## src/hdl/osma_pkg.sv

```systemverilog
`timescale 1ns / 1ps
// ----------------------------------------------------------------------------
// osma_pkg
// Shared widths, codes and helpers for the semi-major axis unit.
// ----------------------------------------------------------------------------
package osma_pkg;

    localparam int FRAC_BITS  = 16;
    localparam int WORD_WIDTH = 32;

    localparam int REG_W   = 31;                          // config registers
    localparam int DIFF_W  = WORD_WIDTH + 1;              // component difference
    localparam int MSUM_W  = WORD_WIDTH + 1;              // inner mass sum
    localparam int MTOT_W  = WORD_WIDTH + 2;              // total mass
    localparam int SQ_W    = 2 * WORD_WIDTH + 2;          // sum of three squares
    localparam int ROOT_W  = (SQ_W + 1) / 2;              // isqrt result
    localparam int REM_W   = ROOT_W + 3;                  // isqrt remainder
    localparam int GM_W    = 2 * WORD_WIDTH;              // G*M, Q2F
    localparam int K_W     = SQ_W - FRAC_BITS - 1;        // kinetic term
    localparam int OUT_W   = 48;
    localparam int BIT_CW  = $clog2(WORD_WIDTH);
    localparam int RCNT_W  = $clog2(ROOT_W);
    localparam int DCNT_W  = $clog2(GM_W);
    localparam int GCNT_W  = $clog2(REG_W);

    typedef enum logic [2:0] {
        OP_STORE_FIRST = 3'd0,
        OP_INNER_CALC  = 3'd1,
        OP_OUTER_IN1   = 3'd2,
        OP_OUTER_IN2   = 3'd3,
        OP_OUTER_CALC  = 3'd4
    } op_t;

    typedef enum logic [1:0] {
        ST_OK        = 2'd0,
        ST_BAD_MASS  = 2'd1,
        ST_TOO_CLOSE = 2'd2,
        ST_UNBOUND   = 2'd3
    } status_t;

    typedef enum logic [1:0] {
        CFG_GRAV   = 2'd0,
        CFG_MINDST = 2'd1,
        CFG_MARGIN = 2'd2
    } cfg_idx_t;

    // magnitude of a difference; never exceeds 2^WORD_WIDTH - 1
    function automatic logic [WORD_WIDTH-1:0] mag(input logic [DIFF_W-1:0] d);
        logic [DIFF_W-1:0] t;
        t = d[DIFF_W-1] ? (~d + DIFF_W'(1)) : d;
        return t[WORD_WIDTH-1:0];
    endfunction

endpackage

```

## src/hdl/osma_sqacc.sv

```systemverilog
`timescale 1ns / 1ps
// ----------------------------------------------------------------------------
// osma_sqacc
// Bit-serial sum of three squares, one multiplier bit per cycle.
// ----------------------------------------------------------------------------
module osma_sqacc (
    input  logic                              aclk,
    input  logic                              aresetn,
    input  logic                              start,
    input  logic [osma_pkg::DIFF_W-1:0]       d0,
    input  logic [osma_pkg::DIFF_W-1:0]       d1,
    input  logic [osma_pkg::DIFF_W-1:0]       d2,
    output logic                              done,
    output logic [osma_pkg::SQ_W-1:0]         sum
);
    logic                                busy_reg, done_reg;
    logic [osma_pkg::SQ_W-1:0]           acc_reg, mcand_reg;
    logic [osma_pkg::WORD_WIDTH-1:0]     mplier_reg, mag1_reg, mag2_reg;
    logic [osma_pkg::BIT_CW-1:0]         bit_reg;
    logic [1:0]                          elem_reg;
    logic                                bit_last, last;

    assign bit_last = (bit_reg == osma_pkg::BIT_CW'(osma_pkg::WORD_WIDTH - 1));
    assign last     = bit_last && (elem_reg == 2'd2);

    always_ff @(posedge aclk) begin
        if (!aresetn) begin
            busy_reg <= 1'b0;
            done_reg <= 1'b0;
        end else begin
            done_reg <= 1'b0;
            if (start) begin
                busy_reg <= 1'b1;
            end else if (busy_reg && last) begin
                busy_reg <= 1'b0;
                done_reg <= 1'b1;
            end
        end
    end

    always_ff @(posedge aclk) begin
        if (start) begin
            acc_reg    <= '0;
            mcand_reg  <= osma_pkg::SQ_W'(osma_pkg::mag(d0));
            mplier_reg <= osma_pkg::mag(d0);
            mag1_reg   <= osma_pkg::mag(d1);
            mag2_reg   <= osma_pkg::mag(d2);
            bit_reg    <= '0;
            elem_reg   <= '0;
        end else if (busy_reg) begin
            if (mplier_reg[0]) begin
                acc_reg <= acc_reg + mcand_reg;
            end
            if (bit_last) begin
                // next component
                mcand_reg  <= osma_pkg::SQ_W'(mag1_reg);
                mplier_reg <= mag1_reg;
                mag1_reg   <= mag2_reg;
                bit_reg    <= '0;
                elem_reg   <= elem_reg + 2'd1;
            end else begin
                mcand_reg  <= {mcand_reg[osma_pkg::SQ_W-2:0], 1'b0};
                mplier_reg <= {1'b0, mplier_reg[osma_pkg::WORD_WIDTH-1:1]};
                bit_reg    <= bit_reg + osma_pkg::BIT_CW'(1);
            end
        end
    end

    assign done = done_reg;
    assign sum  = acc_reg;

endmodule

```

## src/hdl/osma_isqrt.sv

```systemverilog
`timescale 1ns / 1ps
// ----------------------------------------------------------------------------
// osma_isqrt
// Digit-by-digit integer square root, one result bit per cycle.
// ----------------------------------------------------------------------------
module osma_isqrt (
    input  logic                              aclk,
    input  logic                              aresetn,
    input  logic                              start,
    input  logic [osma_pkg::SQ_W-1:0]         radicand,
    output logic                              done,
    output logic [osma_pkg::ROOT_W-1:0]       root
);
    localparam int RAD_W = 2 * osma_pkg::ROOT_W;

    logic                              busy_reg, done_reg;
    logic [RAD_W-1:0]                  rad_reg;
    logic [osma_pkg::REM_W-1:0]        rem_reg, rem_sh, trial;
    logic [osma_pkg::ROOT_W-1:0]       root_reg;
    logic [osma_pkg::RCNT_W-1:0]       cnt_reg;
    logic                              last, fits;

    assign last   = (cnt_reg == osma_pkg::RCNT_W'(osma_pkg::ROOT_W - 1));
    assign rem_sh = {rem_reg[osma_pkg::REM_W-3:0], rad_reg[RAD_W-1 -: 2]};
    assign trial  = osma_pkg::REM_W'({root_reg, 2'b01});
    assign fits   = (rem_sh >= trial);

    always_ff @(posedge aclk) begin
        if (!aresetn) begin
            busy_reg <= 1'b0;
            done_reg <= 1'b0;
        end else begin
            done_reg <= 1'b0;
            if (start) begin
                busy_reg <= 1'b1;
            end else if (busy_reg && last) begin
                busy_reg <= 1'b0;
                done_reg <= 1'b1;
            end
        end
    end

    always_ff @(posedge aclk) begin
        if (start) begin
            rad_reg  <= RAD_W'(radicand);
            rem_reg  <= '0;
            root_reg <= '0;
            cnt_reg  <= '0;
        end else if (busy_reg) begin
            rad_reg  <= {rad_reg[RAD_W-3:0], 2'b00};
            rem_reg  <= fits ? (rem_sh - trial) : rem_sh;
            root_reg <= {root_reg[osma_pkg::ROOT_W-2:0], fits};
            cnt_reg  <= cnt_reg + osma_pkg::RCNT_W'(1);
        end
    end

    assign done = done_reg;
    assign root = root_reg;

endmodule

```

## src/hdl/osma_div.sv

```systemverilog
`timescale 1ns / 1ps
// ----------------------------------------------------------------------------
// osma_div
// Restoring unsigned divider, one quotient bit per cycle.
// ----------------------------------------------------------------------------
module osma_div (
    input  logic                              aclk,
    input  logic                              aresetn,
    input  logic                              start,
    input  logic [osma_pkg::GM_W-1:0]         dividend,
    input  logic [osma_pkg::GM_W-1:0]         divisor,
    output logic                              busy,
    output logic                              done,
    output logic [osma_pkg::GM_W-1:0]         quotient
);
    localparam int W = osma_pkg::GM_W;

    logic                         busy_reg, done_reg;
    logic [W-1:0]                 quo_reg, dsr_reg;
    logic [W:0]                   rem_reg, rem_sh;
    logic [osma_pkg::DCNT_W-1:0]  cnt_reg;
    logic                         last, fits;

    assign last   = (cnt_reg == osma_pkg::DCNT_W'(W - 1));
    assign rem_sh = {rem_reg[W-1:0], quo_reg[W-1]};
    assign fits   = (rem_sh >= {1'b0, dsr_reg});

    always_ff @(posedge aclk) begin
        if (!aresetn) begin
            busy_reg <= 1'b0;
            done_reg <= 1'b0;
        end else begin
            done_reg <= 1'b0;
            if (start) begin
                busy_reg <= 1'b1;
            end else if (busy_reg && last) begin
                busy_reg <= 1'b0;
                done_reg <= 1'b1;
            end
        end
    end

    // dividend bits leave at the top of quo_reg as quotient bits enter below
    always_ff @(posedge aclk) begin
        if (start) begin
            quo_reg <= dividend;
            dsr_reg <= divisor;
            rem_reg <= '0;
            cnt_reg <= '0;
        end else if (busy_reg) begin
            rem_reg <= fits ? (rem_sh - {1'b0, dsr_reg}) : rem_sh;
            quo_reg <= {quo_reg[W-2:0], fits};
            cnt_reg <= cnt_reg + osma_pkg::DCNT_W'(1);
        end
    end

    assign busy     = busy_reg;
    assign done     = done_reg;
    assign quotient = quo_reg;

endmodule

```

## src/hdl/orbit_semi_major_axis.sv

```systemverilog
`timescale 1ns / 1ps
// ----------------------------------------------------------------------------
// orbit_semi_major_axis
// Vis-viva semi-major axis a = G*M / (2*(G*M/r - v^2/2)), bit-serial datapath.
// ----------------------------------------------------------------------------
// Sequence: store ops leave the unit idle. A bad-mass item goes from S_IDLE to S_OUT,
//   which raises m_valid; otherwise the item passes the squares, the root and the
//   divides; a too-close or unbound result ends earlier.
// Throughput: one compute item at a time; s_ready returns with m_valid, so the
//   next transfer waits for a full computation. The squaring, root and division
//   loops run one bit per cycle and set how long a computation takes.
// Reset: synchronous active-low; registers to defaults, stored particle zero.
// ----------------------------------------------------------------------------
module orbit_semi_major_axis (
    input  logic                              aclk,
    input  logic                              aresetn,
    // configuration writes
    input  logic                              cfg_valid,
    output logic                              cfg_ready,
    input  logic [1:0]                        cfg_index,
    input  logic [31:0]                       cfg_data,
    // input items
    input  logic                              s_valid,
    output logic                              s_ready,
    input  logic [2:0]                        s_op,
    input  logic signed [osma_pkg::WORD_WIDTH-1:0] s_pos_x,
    input  logic signed [osma_pkg::WORD_WIDTH-1:0] s_pos_y,
    input  logic signed [osma_pkg::WORD_WIDTH-1:0] s_pos_z,
    input  logic signed [osma_pkg::WORD_WIDTH-1:0] s_vel_x,
    input  logic signed [osma_pkg::WORD_WIDTH-1:0] s_vel_y,
    input  logic signed [osma_pkg::WORD_WIDTH-1:0] s_vel_z,
    input  logic signed [osma_pkg::WORD_WIDTH-1:0] s_mass,
    // results
    output logic                              m_valid,
    input  logic                              m_ready,
    output logic [osma_pkg::OUT_W-1:0]        m_semi_major_axis,
    output logic [1:0]                        m_status
);
    localparam int W = osma_pkg::WORD_WIDTH;

    typedef enum logic [6:0] {
        S_IDLE = 7'b0000001,
        S_SQ   = 7'b0000010,
        S_SQRT = 7'b0000100,
        S_DIV1 = 7'b0001000,
        S_CMP  = 7'b0010000,
        S_DIV2 = 7'b0100000,
        S_OUT  = 7'b1000000
    } state_t;

    state_t state_reg;

    // configuration
    logic [osma_pkg::REG_W-1:0] grav_reg, mindst_reg, margin_reg;

    // particle state
    logic [W-1:0] st_px_reg, st_py_reg, st_pz_reg;
    logic [W-1:0] st_vx_reg, st_vy_reg, st_vz_reg, st_m_reg;
    logic [osma_pkg::MSUM_W-1:0] msum_reg, msum_next;
    logic                        mok_reg;

    // handshake / op decode
    logic s_xfer, is_inner, is_outer, is_calc, bad_mass;
    logic m_pos, s_m_pos, st_m_pos, msum_pos;
    logic [osma_pkg::MTOT_W-1:0] mtot;
    logic [osma_pkg::DIFF_W-1:0] dpx, dpy, dpz, dvx, dvy, dvz;

    // G*M serial multiply
    logic                         gm_busy_reg;
    logic [osma_pkg::GM_W-1:0]    gm_reg, gm_mcand_reg;
    logic [osma_pkg::REG_W-1:0]   gm_mplier_reg;
    logic [osma_pkg::GCNT_W-1:0]  gm_cnt_reg;

    // sub-units
    logic                         sq_start, pos_done, vel_done;
    logic [osma_pkg::SQ_W-1:0]    sr_sum, sv_sum;
    logic                         rt_start, rt_done;
    logic [osma_pkg::ROOT_W-1:0]  root;
    logic                         dv_start, dv_busy, dv_done;
    logic [osma_pkg::GM_W-1:0]    dv_divisor, quotient;

    // energy compare
    logic [osma_pkg::GM_W-1:0]    p_reg;
    logic [osma_pkg::GM_W-1:0]    k_ext;
    logic [osma_pkg::GM_W:0]      k_marg;
    logic                         too_close, unbound;

    // result
    logic [osma_pkg::OUT_W-1:0]   sma_reg, sma_next;
    logic [1:0]                   status_reg;
    logic                         m_valid_reg;

    // ------------------------------------------------------------------
    // configuration port: always ready; the sender writes only when idle
    // ------------------------------------------------------------------
    assign cfg_ready = 1'b1;

    always_ff @(posedge aclk) begin
        if (!aresetn) begin
            grav_reg   <= osma_pkg::REG_W'(65536);
            mindst_reg <= osma_pkg::REG_W'(1);
            margin_reg <= osma_pkg::REG_W'(1);
        end else if (cfg_valid) begin
            case (cfg_index)
                osma_pkg::CFG_GRAV:   grav_reg   <= cfg_data[osma_pkg::REG_W-1:0];
                osma_pkg::CFG_MINDST: mindst_reg <= cfg_data[osma_pkg::REG_W-1:0];
                osma_pkg::CFG_MARGIN: margin_reg <= cfg_data[osma_pkg::REG_W-1:0];
                default: ;
            endcase
        end
    end

    // ------------------------------------------------------------------
    // input decode: differences, mass checks and total mass, all parallel
    // ------------------------------------------------------------------
    assign s_ready  = (state_reg == S_IDLE);
    assign s_xfer   = s_valid && s_ready;
    assign is_inner = (s_op == osma_pkg::OP_INNER_CALC);
    assign is_outer = (s_op == osma_pkg::OP_OUTER_CALC);
    assign is_calc  = is_inner || is_outer;

    assign s_m_pos  = !s_mass[W-1] && (s_mass != '0);
    assign st_m_pos = !st_m_reg[W-1] && (st_m_reg != '0);
    assign msum_pos = !msum_reg[osma_pkg::MSUM_W-1] && (msum_reg != '0);
    assign m_pos    = s_m_pos;

    assign bad_mass = is_inner ? (!st_m_pos || !m_pos)
                               : (!mok_reg || !msum_pos || !m_pos);

    // both terms positive here, so zero extension is exact
    assign mtot = is_inner
        ? osma_pkg::MTOT_W'(st_m_reg) + osma_pkg::MTOT_W'(s_mass)
        : osma_pkg::MTOT_W'(msum_reg) + osma_pkg::MTOT_W'(s_mass);

    // inner mode uses relative motion, outer mode the particle itself
    assign dpx = is_inner ? ($signed({s_pos_x[W-1], s_pos_x}) - $signed({st_px_reg[W-1], st_px_reg}))
                          : {s_pos_x[W-1], s_pos_x};
    assign dpy = is_inner ? ($signed({s_pos_y[W-1], s_pos_y}) - $signed({st_py_reg[W-1], st_py_reg}))
                          : {s_pos_y[W-1], s_pos_y};
    assign dpz = is_inner ? ($signed({s_pos_z[W-1], s_pos_z}) - $signed({st_pz_reg[W-1], st_pz_reg}))
                          : {s_pos_z[W-1], s_pos_z};
    assign dvx = is_inner ? ($signed({s_vel_x[W-1], s_vel_x}) - $signed({st_vx_reg[W-1], st_vx_reg}))
                          : {s_vel_x[W-1], s_vel_x};
    assign dvy = is_inner ? ($signed({s_vel_y[W-1], s_vel_y}) - $signed({st_vy_reg[W-1], st_vy_reg}))
                          : {s_vel_y[W-1], s_vel_y};
    assign dvz = is_inner ? ($signed({s_vel_z[W-1], s_vel_z}) - $signed({st_vz_reg[W-1], st_vz_reg}))
                          : {s_vel_z[W-1], s_vel_z};

    // op 3 wraps at the sum width
    assign msum_next = msum_reg + {s_mass[W-1], s_mass};

    always_ff @(posedge aclk) begin
        if (!aresetn) begin
            st_px_reg <= '0; st_py_reg <= '0; st_pz_reg <= '0;
            st_vx_reg <= '0; st_vy_reg <= '0; st_vz_reg <= '0;
            st_m_reg  <= '0;
            msum_reg  <= '0;
            mok_reg   <= 1'b0;
        end else if (s_xfer) begin
            case (s_op)
                osma_pkg::OP_STORE_FIRST: begin
                    st_px_reg <= s_pos_x; st_py_reg <= s_pos_y; st_pz_reg <= s_pos_z;
                    st_vx_reg <= s_vel_x; st_vy_reg <= s_vel_y; st_vz_reg <= s_vel_z;
                    st_m_reg  <= s_mass;
                end
                osma_pkg::OP_OUTER_IN1: begin
                    msum_reg <= {s_mass[W-1], s_mass};
                    mok_reg  <= m_pos;
                end
                osma_pkg::OP_OUTER_IN2: begin
                    msum_reg <= msum_next;
                    mok_reg  <= mok_reg && m_pos;
                end
                default: ;
            endcase
        end
    end

    // ------------------------------------------------------------------
    // G*M, shift-add over the bits of G; finishes well inside the squares
    // ------------------------------------------------------------------
    assign sq_start = s_xfer && is_calc && !bad_mass;

    always_ff @(posedge aclk) begin
        if (!aresetn) begin
            gm_busy_reg <= 1'b0;
        end else if (sq_start) begin
            gm_busy_reg <= 1'b1;
        end else if (gm_cnt_reg == osma_pkg::GCNT_W'(osma_pkg::REG_W - 1)) begin
            gm_busy_reg <= 1'b0;
        end
    end

    always_ff @(posedge aclk) begin
        if (sq_start) begin
            gm_reg        <= '0;
            gm_mcand_reg  <= osma_pkg::GM_W'(mtot);
            gm_mplier_reg <= grav_reg;
            gm_cnt_reg    <= '0;
        end else if (gm_busy_reg) begin
            if (gm_mplier_reg[0]) begin
                gm_reg <= gm_reg + gm_mcand_reg;
            end
            gm_mcand_reg  <= {gm_mcand_reg[osma_pkg::GM_W-2:0], 1'b0};
            gm_mplier_reg <= {1'b0, gm_mplier_reg[osma_pkg::REG_W-1:1]};
            gm_cnt_reg    <= gm_cnt_reg + osma_pkg::GCNT_W'(1);
        end
    end

    // ------------------------------------------------------------------
    // serial units
    // ------------------------------------------------------------------
    osma_sqacc u_pos_sq (
        .aclk(aclk), .aresetn(aresetn), .start(sq_start),
        .d0(dpx), .d1(dpy), .d2(dpz), .done(pos_done), .sum(sr_sum)
    );

    osma_sqacc u_vel_sq (
        .aclk(aclk), .aresetn(aresetn), .start(sq_start),
        .d0(dvx), .d1(dvy), .d2(dvz), .done(vel_done), .sum(sv_sum)
    );

    assign rt_start = (state_reg == S_SQ) && pos_done;

    osma_isqrt u_isqrt (
        .aclk(aclk), .aresetn(aresetn), .start(rt_start),
        .radicand(sr_sum), .done(rt_done), .root(root)
    );

    // r == 0 is always too close
    assign too_close = (root == '0) ||
                       (root < osma_pkg::ROOT_W'(mindst_reg));

    // K = S_v / 2^(F+1); unbound when K + margin >= P
    assign k_ext   = osma_pkg::GM_W'(sv_sum[osma_pkg::SQ_W-1:osma_pkg::FRAC_BITS+1]);
    assign k_marg  = {1'b0, k_ext} + (osma_pkg::GM_W+1)'(margin_reg);
    assign unbound = (k_marg >= {1'b0, p_reg});

    assign dv_start   = ((state_reg == S_SQRT) && rt_done && !too_close) ||
                        ((state_reg == S_CMP) && !unbound);
    assign dv_divisor = (state_reg == S_SQRT) ? osma_pkg::GM_W'(root)
                                              : (p_reg - k_ext);

    osma_div u_div (
        .aclk(aclk), .aresetn(aresetn), .start(dv_start),
        .dividend(gm_reg), .divisor(dv_divisor),
        .busy(dv_busy), .done(dv_done), .quotient(quotient)
    );

    // a = floor(q / 2), saturated to the output width
    assign sma_next = (quotient[osma_pkg::GM_W-1:osma_pkg::OUT_W+1] != '0)
                    ? {osma_pkg::OUT_W{1'b1}}
                    : quotient[osma_pkg::OUT_W:1];

    // ------------------------------------------------------------------
    // sequencer
    // ------------------------------------------------------------------
    always_ff @(posedge aclk) begin
        if (!aresetn) begin
            state_reg <= S_IDLE;
        end else begin
            case (state_reg)
                S_IDLE: begin
                    if (s_xfer && is_calc) begin
                        state_reg <= bad_mass ? S_OUT : S_SQ;
                    end
                end
                S_SQ: begin
                    if (pos_done) begin
                        state_reg <= S_SQRT;
                    end
                end
                S_SQRT: begin
                    if (rt_done) begin
                        state_reg <= too_close ? S_OUT : S_DIV1;
                    end
                end
                S_DIV1: begin
                    if (dv_done) begin
                        state_reg <= S_CMP;
                    end
                end
                S_CMP: begin
                    state_reg <= unbound ? S_OUT : S_DIV2;
                end
                S_DIV2: begin
                    if (dv_done) begin
                        state_reg <= S_OUT;
                    end
                end
                S_OUT: begin
                    if (!m_valid_reg) begin
                        state_reg <= S_IDLE;
                    end
                end
                default: state_reg <= S_IDLE;
            endcase
        end
    end

    always_ff @(posedge aclk) begin
        if ((state_reg == S_IDLE) && s_xfer) begin
            status_reg <= osma_pkg::ST_BAD_MASS;
            sma_reg    <= '0;
        end else if ((state_reg == S_SQRT) && rt_done) begin
            status_reg <= osma_pkg::ST_TOO_CLOSE;
        end else if ((state_reg == S_DIV1) && dv_done) begin
            p_reg <= quotient;
        end else if (state_reg == S_CMP) begin
            status_reg <= osma_pkg::ST_UNBOUND;
        end else if ((state_reg == S_DIV2) && dv_done) begin
            status_reg <= osma_pkg::ST_OK;
            sma_reg    <= sma_next;
        end
    end

    // output register: a finished result waits here while new items enter
    always_ff @(posedge aclk) begin
        if (!aresetn) begin
            m_valid_reg <= 1'b0;
        end else if ((state_reg == S_OUT) && !m_valid_reg) begin
            m_valid_reg <= 1'b1;
        end else if (m_ready) begin
            m_valid_reg <= 1'b0;
        end
    end

    always_ff @(posedge aclk) begin
        if ((state_reg == S_OUT) && !m_valid_reg) begin
            m_semi_major_axis <= sma_reg;
            m_status          <= status_reg;
        end
    end

    assign m_valid = m_valid_reg;

    // ------------------------------------------------------------------
    // assertions
    // ------------------------------------------------------------------
    a_sq_lockstep: assert property (@(posedge aclk) disable iff (!aresetn)
        pos_done == vel_done)
        else $error("position and velocity square sums out of step");

    a_gm_ready: assert property (@(posedge aclk) disable iff (!aresetn)
        pos_done |-> !gm_busy_reg)
        else $error("G*M not finished when the squares are");

    a_div_idle: assert property (@(posedge aclk) disable iff (!aresetn)
        dv_start |-> !dv_busy)
        else $error("divider restarted while busy");

    a_zero_unless_ok: assert property (@(posedge aclk) disable iff (!aresetn)
        m_valid |-> (m_status == osma_pkg::ST_OK) || (m_semi_major_axis == '0))
        else $error("nonzero axis with a fault status");

    a_calc_blocks: assert property (@(posedge aclk) disable iff (!aresetn)
        s_xfer && is_calc |=> !s_ready)
        else $error("new item taken during a computation");

endmodule
```

## config.mk

```make
export PLATFORM = sky130hd
export DESIGN_NAME = orbit_semi_major_axis
export DESIGN_NICKNAME = d
export VERILOG_FILES = /design/src/hdl/osma_pkg.sv /design/src/hdl/osma_sqacc.sv /design/src/hdl/osma_isqrt.sv /design/src/hdl/osma_div.sv /design/src/hdl/orbit_semi_major_axis.sv
export SDC_FILE = /design/constraint.sdc
export NUM_CORES = 2
export LEC_CHECK = 0
export BUFFER_PORTS_ARGS = -buffer_cell sky130_fd_sc_hd__buf_2
export CORE_ASPECT_RATIO = 2
export CORE_MARGIN = 2
export CORE_UTILIZATION = 45
export DETAILED_ROUTE_END_ITERATION = 8
export HOLD_SLACK_MARGIN = 0.12
export PLACE_DENSITY = 0.63
export SLEW_MARGIN = 20
export SYNTH_ARGS = -nofsm -noshare
export SYNTH_HDL_FRONTEND = slang
export SYNTH_SLANG_ARGS = --single-unit
```

## constraint.sdc

```tcl
create_clock -name aclk -period 13.6 [get_ports aclk]
set_clock_uncertainty 0.05 [all_clocks]
set_input_delay 1.36 -clock aclk [delete_from_list [all_inputs] [get_ports aclk]]
set_output_delay 1.36 -clock aclk [all_outputs]
set_load 0.01 [all_outputs]
```

==> reports/qor.yml <==
grt_pass1_wl_um: 491000
core_mm2: 0.223
drv_cap: 0
holdBufCountCts: 0
nets: 13155
cts_root_buffer: "clkbuf_16"
p_clk_share_pct: 25.5
critPathMaxFanout: 81
slowest_stage: "buf_4"
synth_nets: 13220
cpMostUsedCell: "o21ai_0"
startpoint: "u_vel_sq.sum[18]"
switching_share_pct: 38.5
numClockSinks: 1502
postLayoutCoreUtil_pct: 49.2
drt_iter0_drc: 5428
detail-route-antenna-nets: 0
fin_crit_sh_pct: 63.0
rr_startpoint: "u_vel_sq.sum[18]"
cts.repair.resized: 0
post_drt_wl_per_cell_um: 20.9
cts_buffers: 158
crit_type: "register to register"
fill_cells: 21686
dp_cells: 14952
grt_overflow: 0
htree_levels: 4
hold_start: "sma_reg[22]"
synth_edf_count: 629
yosysSeqAreaShare_pct: 36.2
drt-total-wl_um: 319000
final_common_cell: "nand2_1"
cts_setup_buffers: 0
gp_congestion: 0.951
cts_tree: "built"
io_pins: 319
leakagePower_nw: 43.9
first_pass_iters: 6
power.total_w: 0.0173
die_w_um: 338
setup_violations: 0
grtUsageTotal_pct: 27.1
grt_pass1_vias: 87340
dr_total_vias: 88430
status: "finished, final reports clean"
rows: 245
start_util_pct: 45.2
tightest_slew_ns: 1.08
hp-class: "register to register"
clk_pin_slew_worst_paths_ns: 0.06
grt_start_max_net_pins: 188
crit_required_ns: 14.01
ys_async_sr_fraction_pct: 0
viasPerCell: 5.79
hold-worst-slack_ns: 0.383
seqPwrFrac_pct: 34.0
finalSetupTns_ns: 0
area_delta_synth_final_pct: 8.91
hpwl_um: 243000
yosys.area.top_type: "edfxtp_1"
power_frac_comb_pct: 40.6
final_cell_mix: "nand2_1, a21oi_1, dfxtp_1"
synthCells: 12213
clk_latency_ns: 0.84
yosysTopAreaCellShare_pct: 18.8
fmax_mhz: 117
slew_headroom_pct: 27.3
antenna_found_initial: 74
critPathMaxStageDelay_ns: 0.84
die_area_mm2: 0.228
arrival_ns: 8.97
stdcell_count: 15276
pwr_density_cell_mw_per_mm2: 158
hold_viol: 0
io_buffers: 316
fp.dieH_um: 673
synth_ff_type: "dfxtp_1"
synth_area_mm2: 0.101
synth-seq-cells: 1502
avgSynthCellArea_um2: 8.23
yosysWarnings: 0
rsz0062_at_grt: "no"
p_sw_w: 0.00666
drc: 0
p_int_w: 0.0107
critPathLaunchType: "register"
ir_worst_vdd_uv: 117
report.final.slew_viol_count: 0
cts_max_path_buffers: 4
synthTopCellsByArea: "edfxtp_1, dfxtp_1, ha_1"
final_layout_size_suffix_gt1_share_pct: 7.27
synth.distinct_cells: 108
crit_path_end_kind: "register"
period_minus_slack_ns: 8.56
==> worst max-delay path: cells and delay by family, from the launching register on <==
family	cells	cell delay (ns)
flip-flops	1	0.38
AO/OA/AOI/OAI	17	4.35
buffers and inverters	2	1.35
XOR/XNOR	1	0.21
adder cells (fa/ha/maj)	2	0.57
AND/OR/NAND/NOR	4	1.11
==> per-layer routing <==
layer | wire length, um | track usage [%]
met2 | 167000 | 51.1
met3 | 13200 | 3.60
met4 | 21800 | 16.8
met5 | 395 | 0
met1 | 117000 | 28.1
==> path summary, 6_finish.rpt <==
check,to,slack [ns],depth (start not counted)
worst max-delay path,u_div.dsr_reg[58],5.04,26
worst min-delay path,m_semi_major_axis[22],0.38,0
worst max register to register,u_div.dsr_reg[58],5.04,26
worst min register to register,m_semi_major_axis[22],0.38,0
==> synthesized netlist by cell type (110+ instances only) <==
cell type / n
nand2_1: 2016
a21oi_1: 1414
dfxtp_1: 873
nor2_1: 813
ha_1: 727
edfxtp_1: 629
inv_1: 629
o21ai_0: 609
clkbuf_1: 516
xnor2_1: 423
a21o_1: 397
nand3_1: 311
xor2_1: 257
mux2i_1: 181
nor3_1: 180
a211oi_1: 178
nand2b_1: 162
nand4_1: 146
o21a_1: 117
and3_1: 110
==> layout make-up <==
type	instances	area, um2	area share [%]
Inverter	632	2390	2.18
Timing Repair Buffer	396	2290	2.09
Clock buffer	206	4390	4.01
Sequential cell	1502	36400	33.2
Clock inverter	75	716	0.653
Antenna cell	43	108	0.0982
Tap cell	2964	3710	3.39
Multi-Input combinational cell	9458	59500	54.4
==> metrics by stage <==
stage	setup slack [ns]	area, um2
after global placement	4.92	104000
after floorplan	5.92	101000
after CTS	4.97	109000
final	5.04	110000
after detailed placement	4.98	104000
after global routing	4.45	109000
==> cell families (layout without fill, tap and decap cells) <==
family          Yosys count  after routing  share of synthesized area (%)
xor+xnor                680            680                           5.92
buf+inv                1253           1309                           4.80
compound gates         3535           3535                           22.0
fa+ha+maj               741            741                           9.32
simple gates           4240           4240                           19.1
other cells               1             44                        0.00373
mux                     261            261                           2.70
flops                  1502           1502                           36.2
==> power groups by stage <==
stage	clock, W	combinational [W]	sequential [W]
6_report	0.00442	0.00703	0.00588
3_3_place_gp	0	0.00682	0.00596
5_1_grt	0.00468	0.00783	0.00594
2_1_floorplan	0	0.00537	0.00571
4_1_cts	0.00453	0.00697	0.00589
3_5_place_dp	0	0.00692	0.00598
Note: power is estimated with default switching activity, not from simulation.
